`src/rtl/scpu_pkg.sv`:
```
`timescale 1ns / 1ps
// Shared types, character codes and helpers for the servo command line parser.
// No dependencies; every other file of the block refers to this package by scoped name.
package scpu_pkg;

   // Field widths
   localparam int unsigned BYTE_WIDTH      = 8;
   localparam int unsigned VALUE_WIDTH     = 10;
   localparam int unsigned COUNT_WIDTH     = 8;
   localparam int unsigned CSR_INDEX_WIDTH = 1;
   localparam int unsigned CSR_DATA_WIDTH  = 10;

   // Default line length limit, newline included
   localparam int unsigned LINE_BUFFER_LEN_DEFAULT = 32;

   // Character codes
   localparam logic [BYTE_WIDTH-1:0] CHAR_SERVO   = 8'h53;  // 'S'
   localparam logic [BYTE_WIDTH-1:0] CHAR_ANGLE   = 8'h41;  // 'A'
   localparam logic [BYTE_WIDTH-1:0] CHAR_NEWLINE = 8'h0A;  // '\n'
   localparam logic [BYTE_WIDTH-1:0] CHAR_ZERO    = 8'h30;  // '0'
   localparam logic [BYTE_WIDTH-1:0] CHAR_NINE    = 8'h39;  // '9'

   // Saturation ceiling of both field accumulators
   localparam logic [VALUE_WIDTH-1:0] VALUE_MAX = 10'd1023;

   // Register reset values
   localparam logic [COUNT_WIDTH-1:0] SERVO_COUNT_RESET = 8'd8;
   localparam logic [VALUE_WIDTH-1:0] ANGLE_LIMIT_RESET = 10'd180;

   // Register indexes
   localparam logic [CSR_INDEX_WIDTH-1:0] CSR_SERVO_COUNT = 1'b0;
   localparam logic [CSR_INDEX_WIDTH-1:0] CSR_ANGLE_LIMIT = 1'b1;

   // Result status codes
   localparam logic STATUS_PASS = 1'b0;
   localparam logic STATUS_FAIL = 1'b1;

   typedef struct packed {
      logic [COUNT_WIDTH-1:0] servo_count;
      logic [VALUE_WIDTH-1:0] angle_limit;
   } cfg_type;

   typedef struct packed {
      logic [VALUE_WIDTH-1:0] servo_num;
      logic [VALUE_WIDTH-1:0] angle;
      logic                   status;
   } result_type;

   // value*10 + digit, saturated at VALUE_MAX
   function automatic logic [VALUE_WIDTH-1:0] add_digit(
      input logic [VALUE_WIDTH-1:0] value,
      input logic [3:0]             digit
   );
      logic [VALUE_WIDTH+3:0] sum;
      sum = {1'b0, value, 3'b000} + {3'b000, value, 1'b0} + {10'd0, digit};
      if (sum > {4'd0, VALUE_MAX}) begin
         return VALUE_MAX;
      end else begin
         return sum[VALUE_WIDTH-1:0];
      end
   endfunction

endpackage

```
`src/rtl/scpu_csr.sv`:
```
`timescale 1ns / 1ps
// Configuration registers of the servo command line parser: servo count and angle limit.
// Depends on scpu_pkg for widths, register indexes and reset values.
module scpu_csr (
   input  logic                                  clock,
   input  logic                                  reset,
   input  logic                                  csr_valid,
   output logic                                  csr_ready,
   input  logic [scpu_pkg::CSR_INDEX_WIDTH-1:0]  csr_index,
   input  logic [scpu_pkg::CSR_DATA_WIDTH-1:0]   csr_data,
   output scpu_pkg::cfg_type                     cfg
);

   scpu_pkg::cfg_type cfg_ff;
   scpu_pkg::cfg_type cfg_in;

   // Always take a write beat
   assign csr_ready = 1'b1;

   // Decode the index and update the addressed register
   always_comb begin
      cfg_in = cfg_ff;
      if (csr_valid) begin
         case (csr_index)
            scpu_pkg::CSR_SERVO_COUNT: begin
               cfg_in.servo_count = csr_data[scpu_pkg::COUNT_WIDTH-1:0];
            end
            scpu_pkg::CSR_ANGLE_LIMIT: begin
               cfg_in.angle_limit = csr_data[scpu_pkg::VALUE_WIDTH-1:0];
            end
            default: begin
               cfg_in = cfg_ff;
            end
         endcase
      end
   end

   always_ff @(posedge clock) begin
      if (reset) begin
         cfg_ff.servo_count <= scpu_pkg::SERVO_COUNT_RESET;
         cfg_ff.angle_limit <= scpu_pkg::ANGLE_LIMIT_RESET;
      end else begin
         cfg_ff <= cfg_in;
      end
   end

   assign cfg = cfg_ff;

endmodule

```
`src/rtl/scpu_line.sv`:
```
`timescale 1ns / 1ps
// Per-line parse state: open field, id and angle accumulators, seen flags and line length.
// Depends on scpu_pkg for character codes, the digit helper and the config/result structs.
module scpu_line #(
   parameter int unsigned LINE_BUFFER_LEN = scpu_pkg::LINE_BUFFER_LEN_DEFAULT
) (
   input  logic                              clock,
   input  logic                              reset,
   input  logic                              step,
   input  logic [scpu_pkg::BYTE_WIDTH-1:0]   rx_byte,
   input  scpu_pkg::cfg_type                 cfg,
   output logic                              is_newline,
   output scpu_pkg::result_type              result
);

   localparam int unsigned LenWidth = $clog2(LINE_BUFFER_LEN + 1);
   localparam logic [LenWidth-1:0] LenLimit = LenWidth'(LINE_BUFFER_LEN);

   typedef enum logic [1:0] {
      MODE_NONE,
      MODE_ID,
      MODE_ANGLE
   } parse_mode_type;

   parse_mode_type                     mode_ff, mode_in;
   logic [scpu_pkg::VALUE_WIDTH-1:0]   id_value_ff, id_value_in;
   logic [scpu_pkg::VALUE_WIDTH-1:0]   angle_value_ff, angle_value_in;
   logic                               id_seen_ff, id_seen_in;
   logic                               angle_seen_ff, angle_seen_in;
   logic                               bad_byte_ff, bad_byte_in;
   logic [LenWidth-1:0]                length_ff, length_in;

   logic                               is_digit;
   logic [3:0]                         digit;
   logic                               fail;

   // Classify the byte
   assign is_newline = (rx_byte == scpu_pkg::CHAR_NEWLINE);
   assign is_digit   = (rx_byte >= scpu_pkg::CHAR_ZERO) && (rx_byte <= scpu_pkg::CHAR_NINE);
   assign digit      = 4'(rx_byte - scpu_pkg::CHAR_ZERO);

   // Advance the line state by one byte; clear it on newline
   always_comb begin
      mode_in        = mode_ff;
      id_value_in    = id_value_ff;
      angle_value_in = angle_value_ff;
      id_seen_in     = id_seen_ff;
      angle_seen_in  = angle_seen_ff;
      bad_byte_in    = bad_byte_ff;
      length_in      = length_ff;
      if (step) begin
         if (is_newline) begin
            mode_in        = MODE_NONE;
            id_value_in    = '0;
            angle_value_in = '0;
            id_seen_in     = 1'b0;
            angle_seen_in  = 1'b0;
            bad_byte_in    = 1'b0;
            length_in      = '0;
         end else begin
            if (length_ff < LenLimit) begin
               length_in = length_ff + 1'b1;
            end
            if (rx_byte == scpu_pkg::CHAR_SERVO) begin
               mode_in     = MODE_ID;
               id_seen_in  = 1'b1;
               id_value_in = '0;
            end else if (rx_byte == scpu_pkg::CHAR_ANGLE) begin
               mode_in        = MODE_ANGLE;
               angle_seen_in  = 1'b1;
               angle_value_in = '0;
            end else if (is_digit) begin
               case (mode_ff)
                  MODE_ID: begin
                     id_value_in = scpu_pkg::add_digit(id_value_ff, digit);
                  end
                  MODE_ANGLE: begin
                     angle_value_in = scpu_pkg::add_digit(angle_value_ff, digit);
                  end
                  default: begin
                     // stray digit with no field open
                     bad_byte_in = 1'b1;
                  end
               endcase
            end else begin
               bad_byte_in = 1'b1;
            end
         end
      end
   end

   always_ff @(posedge clock) begin
      if (reset) begin
         mode_ff        <= MODE_NONE;
         id_value_ff    <= '0;
         angle_value_ff <= '0;
         id_seen_ff     <= 1'b0;
         angle_seen_ff  <= 1'b0;
         bad_byte_ff    <= 1'b0;
         length_ff      <= '0;
      end else begin
         mode_ff        <= mode_in;
         id_value_ff    <= id_value_in;
         angle_value_ff <= angle_value_in;
         id_seen_ff     <= id_seen_in;
         angle_seen_ff  <= angle_seen_in;
         bad_byte_ff    <= bad_byte_in;
         length_ff      <= length_in;
      end
   end

   // Judge the line as it stands before the newline
   assign fail = !id_seen_ff || !angle_seen_ff || bad_byte_ff
              || (id_value_ff >= {2'b00, cfg.servo_count})
              || (angle_value_ff > cfg.angle_limit)
              || (length_ff >= LenLimit);

   assign result.servo_num = id_value_ff;
   assign result.angle     = angle_value_ff;
   assign result.status    = fail ? scpu_pkg::STATUS_FAIL : scpu_pkg::STATUS_PASS;

endmodule

```
`src/rtl/servo_command_line_parser_unit.sv`:
```
`timescale 1ns / 1ps
// Top level of the servo command line parser: input byte register, line parser, result register.
// Depends on scpu_pkg, scpu_csr and scpu_line.

// Parses received bytes of lines "S<id>A<angle>" ended by newline and gives one result
// (id, angle, pass/fail) per newline; other bytes give no result. One byte is accepted
// per clock unless a newline is stalled. A byte is held in the input register, where the
// parser updates the line state; a newline that steps loads the result register, from
// which its result is offered. The only stall is a newline held in the input register
// while the previous result has not been taken; other bytes pass regardless of the
// result side.
// Configuration writes are always taken and should be made only while the block is idle.
module servo_command_line_parser_unit #(
   parameter int unsigned LINE_BUFFER_LEN = scpu_pkg::LINE_BUFFER_LEN_DEFAULT
) (
   input  logic                                  clock,
   input  logic                                  reset,
   input  logic                                  req_valid,
   output logic                                  req_ready,
   input  logic [scpu_pkg::BYTE_WIDTH-1:0]       req_rx_byte,
   output logic                                  rsp_valid,
   input  logic                                  rsp_ready,
   output logic [scpu_pkg::VALUE_WIDTH-1:0]      rsp_servo_num,
   output logic [scpu_pkg::VALUE_WIDTH-1:0]      rsp_angle,
   output logic                                  rsp_status,
   input  logic                                  csr_valid,
   output logic                                  csr_ready,
   input  logic [scpu_pkg::CSR_INDEX_WIDTH-1:0]  csr_index,
   input  logic [scpu_pkg::CSR_DATA_WIDTH-1:0]   csr_data
);

   scpu_pkg::cfg_type                 cfg;
   scpu_pkg::result_type              line_result;
   logic                              is_newline;

   logic                              byte_valid_ff, byte_valid_in;
   logic [scpu_pkg::BYTE_WIDTH-1:0]   byte_ff;
   logic                              rsp_valid_ff, rsp_valid_in;
   scpu_pkg::result_type              rsp_ff;

   logic                              rsp_free;
   logic                              step;
   logic                              take_req;
   logic                              load_rsp;

   scpu_csr u_csr (
      .clock     (clock),
      .reset     (reset),
      .csr_valid (csr_valid),
      .csr_ready (csr_ready),
      .csr_index (csr_index),
      .csr_data  (csr_data),
      .cfg       (cfg)
   );

   scpu_line #(
      .LINE_BUFFER_LEN (LINE_BUFFER_LEN)
   ) u_line (
      .clock      (clock),
      .reset      (reset),
      .step       (step),
      .rx_byte    (byte_ff),
      .cfg        (cfg),
      .is_newline (is_newline),
      .result     (line_result)
   );

   // Advance the held byte unless it is a newline blocked by a waiting result
   assign rsp_free  = !rsp_valid_ff || rsp_ready;
   assign step      = byte_valid_ff && (!is_newline || rsp_free);
   assign load_rsp  = step && is_newline;
   assign req_ready = !byte_valid_ff || step;
   assign take_req  = req_valid && req_ready;

   always_comb begin
      byte_valid_in = byte_valid_ff;
      if (take_req) begin
         byte_valid_in = 1'b1;
      end else if (step) begin
         byte_valid_in = 1'b0;
      end
   end

   always_comb begin
      rsp_valid_in = rsp_valid_ff;
      if (load_rsp) begin
         rsp_valid_in = 1'b1;
      end else if (rsp_ready) begin
         rsp_valid_in = 1'b0;
      end
   end

   // Hold control state
   always_ff @(posedge clock) begin
      if (reset) begin
         byte_valid_ff <= 1'b0;
         rsp_valid_ff  <= 1'b0;
      end else begin
         byte_valid_ff <= byte_valid_in;
         rsp_valid_ff  <= rsp_valid_in;
      end
   end

   // Capture payloads
   always_ff @(posedge clock) begin
      if (take_req) begin
         byte_ff <= req_rx_byte;
      end
      if (load_rsp) begin
         rsp_ff <= line_result;
      end
   end

   assign rsp_valid     = rsp_valid_ff;
   assign rsp_servo_num = rsp_ff.servo_num;
   assign rsp_angle     = rsp_ff.angle;
   assign rsp_status    = rsp_ff.status;

endmodule

```
`config.mk`:
```
export PLATFORM = sky130hd
export DESIGN_NAME = servo_command_line_parser_unit
export DESIGN_NICKNAME = d
export VERILOG_FILES = /design/src/rtl/scpu_pkg.sv /design/src/rtl/scpu_csr.sv /design/src/rtl/scpu_line.sv /design/src/rtl/servo_command_line_parser_unit.sv
export SDC_FILE = /design/constraint.sdc
export NUM_CORES = 1
export LEC_CHECK = 0
export BUFFER_PORTS_ARGS = -buffer_cell sky130_fd_sc_hd__buf_2
export CAP_MARGIN = 0
export CORE_ASPECT_RATIO = 0.5
export CORE_MARGIN = 2
export CORE_UTILIZATION = 45
export CTS_CLUSTER_SIZE = 40
export DETAILED_ROUTE_END_ITERATION = 10
export PLACE_DENSITY_LB_ADDON = 0.2
export SYNTH_ARGS = -nofsm -noshare
export SYNTH_HDL_FRONTEND = slang
export SYNTH_HIERARCHICAL = 1
export SYNTH_SLANG_ARGS = --single-unit
```
`constraint.sdc`:
```
create_clock -name clock -period 3.6 [get_ports clock]
set_input_delay 0.36 -clock clock [delete_from_list [all_inputs] [get_ports clock]]
set_output_delay 0.36 -clock clock [all_outputs]
set_load 0.02 [all_outputs]
```
-- Word level (Yosys, flattened, before mapping)
Index checks and enable logic that the tools add are counted.
- output and inout bits: 24
- register bits after elaboration: 80
- add/subtract/negate cells: 6
- equal/unequal tests: 9
- multiplexer cells: 32
- magnitude comparators: 8
- reductions and logical operators: 37
- bitwise gates (word level): 1
- operators by type and width (cell ; number):
    $mux W10 ; 12
    $add A13 B11 Y14 ; 2
    $add A14 B4 Y14 ; 2
    $gt A14 B10 Y1 const B ; 2
    $eq A8 B7 Y1 const B ; 2
    $mux W1 ; 15
    $reduce_bool A3 Y1 ; 5
    $mux W6 ; 2
    $reduce_and A4 Y1 ; 3
    $ge A10 B8 Y1 ; 1
    $gt A10 B10 Y1 ; 1
    $reduce_and A2 Y1 ; 5
    $reduce_bool A2 Y1 ; 5
    $eq A8 B4 Y1 const B ; 1
    $ge A8 B6 Y1 const B ; 1
    $le A8 B6 Y1 const B ; 1
    $logic_or A1 B1 Y1 ; 8
    $add A6 B1 Y6 const B ; 1
    $ge A6 B6 Y1 const B ; 1
    $lt A6 B6 Y1 const B ; 1
    $mux W2 ; 3
    $logic_not A1 Y1 ; 5
    $logic_and A1 B1 Y1 ; 4
    $ne A2 B2 Y1 const B ; 2
    8 further kinds ; 8

-- Longest topological paths before layout
- depth after elaboration: 9
- depth in mapped cells: 10

-- By module
Netlist, hierarchy kept.
- modules (own cells, without submodules) (module ; times used ; area each (µm²) ; cells each):
    scpu_line ; 1 ; 3090.5 ; 368
    servo_command_line_parser_unit ; 1 ; 974.7 ; 41
    scpu_csr ; 1 ; 777.0 ; 74

-- Worst setup path after synthesis
No wires, ideal clock.
- path type: reg-to-reg
- start point: reg byte_ff[3] in the netlist's numbering
- end point: reg u_line/id_value_ff[9] in the netlist's numbering
- period minus slack after synthesis: 2923 ps
- slack: 677 ps
- arrival time: 2832 ps
- buffers on the path: 1
- cell stages (with the launch flop): 10
- library setup time: 91 ps
- path through: edfxtp_1 -> fa_1 -> fa_1 -> a21o_1 -> a41o_1 -> o41ai_1 -> xor2_1 -> and3_1 -> buf_2 -> a311oi_1
- longest elaborated chain between the ends: 9
- elaborated cells between the ends (all ways): 22
- classes of those cells: 2 x add/sub; 3 x order compare; 4 x eq/ne; 6 x mux; 7 x reduce/logical
- RTL lines (element ; RTL line ; text):
    start: declaration ; servo_command_line_parser_unit.sv:37 ; logic [scpu_pkg::BYTE_WIDTH-1:0] byte_ff;
    start signal: assignment ; servo_command_line_parser_unit.sv:107 ; byte_ff <= req_rx_byte;
    $sub A4 B1 Y4 ; scpu_line.sv:40 ; assign digit = 4'(rx_byte - scpu_pkg::CHAR_ZERO);
    $add A14 B4 Y14 ; scpu_pkg.sv:55 ; sum = {1'b0, value, 3'b000} + {3'b000, value, 1'b0} + {10'd0, digit};
    $gt A14 B10 Y1 ; scpu_pkg.sv:56 ; if (sum > {4'd0, VALUE_MAX}) begin
    $mux W10 ; scpu_pkg.sv:56 ;
    $mux W10 ; scpu_line.sv:73 ; case (mode_ff)
    $mux W10 ; scpu_line.sv:72 ; end else if (is_digit) begin
    $mux W10 ; scpu_line.sv:68 ; end else if (rx_byte == scpu_pkg::CHAR_ANGLE) begin
    $mux W10 ; scpu_line.sv:64 ; if (rx_byte == scpu_pkg::CHAR_SERVO) begin
    $mux W10 ; scpu_line.sv:52 ; if (is_newline) begin
    end signal: assignment ; scpu_line.sv:103 ; id_value_ff <= id_value_in;
    end: declaration ; scpu_line.sv:26 ; logic [scpu_pkg::VALUE_WIDTH-1:0] id_value_ff, id_value_in;
Several ways; a longest one is shown, not always the timed one. The select of a mux whose other input is x is not followed.
A chain may end at the register's enable or synchronous reset.

-- Final worst setup path
Ends and elaborated chain as after synthesis.

==> results.tsv <==
metric	value	unit
outcome	finished clean	
Via density	5.53	
fin crit share	91.5	%
antenna-violating nets left	0	
share of flip-flops with an asynchronous set or reset	0	%
Worst Hold Launch	req_rx_byte[4]	
kind of end point of the critical path	flop	
pin count of the biggest net entering global routing	53	
critical path's largest stage delay	0.57	ns
most common cell after layout, fill and taps aside	ha_1	
DRT iter0 DRCs	186	
WL per Instance	15.9	um
CP most frequent cell	fa_1	
starting density of the core	46.8	%
crit path kind	reg -> reg	
flop-to-flop setup slack	0.30	ns
first-pass GRT wire length	17900	um
# IOs	48	
post-synthesis mux area share	1.86	%
design internal power	1.67	mW
# setup viols final	0	
power after layout	2.11	mW
Residual DRC	0	
core area	0.0103	mm^2
Synth Area in Simple Gates	14.5	%
type of origin of the critical path	flop	
CTS Buf Count	9	
row cnt	26	
Min Clock Period, post-route	3.30	ns
Synthesis Warnings	6	
critical path required time	3.78	ns
most frequent cells in the layout	60 x ha_1, 51 x a21oi_1, 51 x dfxtp_1	
static leakage	2.50	nW
Port Buffer Count	46	
Hold Vio Cnt, Final	0	
ys flop type	dfxtp_1	
Clock Sinks	80	
via count	3704	
hold-critical path depth	1	
Adder-Cell Fraction of Synth Area	17.2	%
Clock Power Share	48.9	%
Remaining Overflow, GRT	0	
layout cell share with drive strength beyond 1	15.3	%
sequential area share after synthesis	39.1	%
worst setup path startpoint	byte_ff[3]$_DFFE_PP_	
hold buffers post-CTS	0	
fmax	303	MHz
antenna violations before repair	0	
FF+latch count, synth	80	
Pre-antenna DRT Iters	5	
complex-gate fraction of the synthesized area	19.9	%
gp weighted congestion	0.803	
Slew HR	41.5	%
max_cap viols	0	
XOR/XNOR Fraction of Synth Area	2.53	%
vias in the first global route	3561	
Cell variety after synth	65	
Routed WL	10600	um
Max IR drop VDD	250	uV
Net Sw Frac	20.9	%
area taken by multi-input logic gates	0.00272	mm^2
Util after Layout	53.1	%
Die Height	77.4	um
CTS tree	yes	
PostCTS Resize Cnt	0	
Gate power share	4.8	%
Layout Nets	613	
CTS Root Cell	clkbuf_16	
Storage cell area	0.00189	mm^2
Post-DP HPWL	7880	um
Worst R2R Start	byte_ff[3]$_DFFE_PP_	
Crit path arrival time	3.48	ns
Worst-path clk slew	0.06	ns
max-slew violations	0	
RSZ-0062 raised after global routing	no	
Slew @ Worst Pin	0.878	ns
Critical-path top delay cell	fa_1	
Fillers	928	
crit path cell chain	fa_1 > fa_1 > a21o_1 > a41o_1 > o41ai_1 > xor2_1 > and3_1 > a311oi_1	
clk buf depth	2	
largest family of logic cells by synthesized area	compound AO/OA/AOI/OAI gates	
later-pin clock latency in the skew report	0.34	ns
Post-Syn Nets	571	
synthesized area	0.00484	mm^2
P per Cell Area	384	mW/mm^2
Flop pwr share	46.3	%
clock skew	0.00521	ns
Total Neg Setup Slack	0	ns
Worst Reg-to-Reg Cells	8	
Die Area	0.0117	mm^2
Post-CTS Setup Inserts	0	
CP max FO	10	
ANT cells	0	
Tightest Hold Check Type	in -> reg	
sw power	0.442	mW
All-Layer GR Usage	19.5	%
Area Overhead vs Synth	13.4	%
Mapped Cells	483	
DIE WIDTH	151	um
EDFF count, synth	29	
Avg Inst Size Synth	10.0	um^2
H-tree depth	3	
## Yosys cell counts, drive strengths merged (3+ instances only)
library cell,number,share of area (%)
xor2,9,1.6
nand3,8,0.83
mux2i,9,1.9
buf,11,1.6
inv,30,2.3
nor4,3,0.52
fa,4,1.7
a211oi,21,3.4
and3,13,1.7
or4bb,5,1.2
xnor2,5,0.90
edfxtp,29,18
a31oi,5,0.65
nand2,19,1.6
o21a,4,0.62
a21oi,51,5.3
clkbuf,7,0.96
dfxtp,51,21
o21ai,14,1.4
a21o,12,1.9
or2,4,0.52
o21bai,3,0.47
nand2b,16,2.1
a21bo,3,0.62
nor2,36,2.8
a311oi,6,1.1
ha,60,16
nand4,5,0.65
a211o,6,1.1
and2,3,0.39
## power by group through the flow
stage	logic (mW)	registers [mW]	clock network [mW]
3_3_place_gp	0.0997	0.995	0
5_1_grt	0.117	0.978	1.08
4_1_cts	0.102	0.976	1.05
3_5_place_dp	0.101	0.995	0
6_report	0.102	0.976	1.03
2_1_floorplan	0.0771	0.985	0
## sequential cells by signal (all words and copies together), names as in the netlist, 2 cells and up
signal and flops:
u_line/length_ff 6, u_line/id_value_ff 10, u_line/angle_value_ff 10, u_line/mode_ff 2
rsp_angle 10, u_csr/cfg 18, rsp_servo_num 10, byte_ff 8
## path summary, 6_finish.rpt
kind                                                           end
worst max-delay path            u_line/id_value_ff[9]$_SDFFE_PP0P_
worst min-delay path                          byte_ff[4]$_DFFE_PP_
worst max register to register  u_line/id_value_ff[9]$_SDFFE_PP0P_
worst min register to register           u_csr/cfg[2]$_SDFFE_PP1P_
## cell type report
class                           instances  area share, %
Sequential cell                        80           34.5
Timing Repair Buffer                   49           4.60
Clock inverter                          4           1.34
Clock buffer                           12           4.88
Inverter                               30           2.05
Multi-Input combinational cell        355           49.5
Tap cell                              140           3.19
## stage by stage
step	setup WS [ns]	hold slack [ns]	instances	cell area (um^2)
global placement	0.418	0.447	654	5150
CTS	0.346	0.183	670	5490
finish	0.304	0.191	670	5490
global route	0.137	0.182	670	5490
detailed placement	0.360	0.454	654	5150
floorplan	0.677	0.428	483	4840
## critical path, delay by kind of cell, from the launching register on
kind            cells  cell delay (ns)
simple gates        1             0.43
compound gates      4             0.97
xor+xnor            1             0.18
flops               1             0.50
fa+ha+maj           2             1.05
## per-layer routing
layer | vias up | wire (um) | global-route usage [%]
li1 | 1889 | - | -
met1 | 1749 | 5460 | 27.3
met2 | 56 | 4710 | 31.3
met3 | 10 | 365 | 4.29
met4 | 0 | 93 | 3.93
met5 | - | 0 | 0
## logic make-up after synthesis
family,Yosys count
AOI/OAI and AO/OA,141
and+or+nand+nor,126
DFF,80
adders and majority gates,64
buffers and inverters,48
xor gates and xnor gates,14
muxes,9
other,1
No activity file was read; power rests on OpenSTA's default activity.
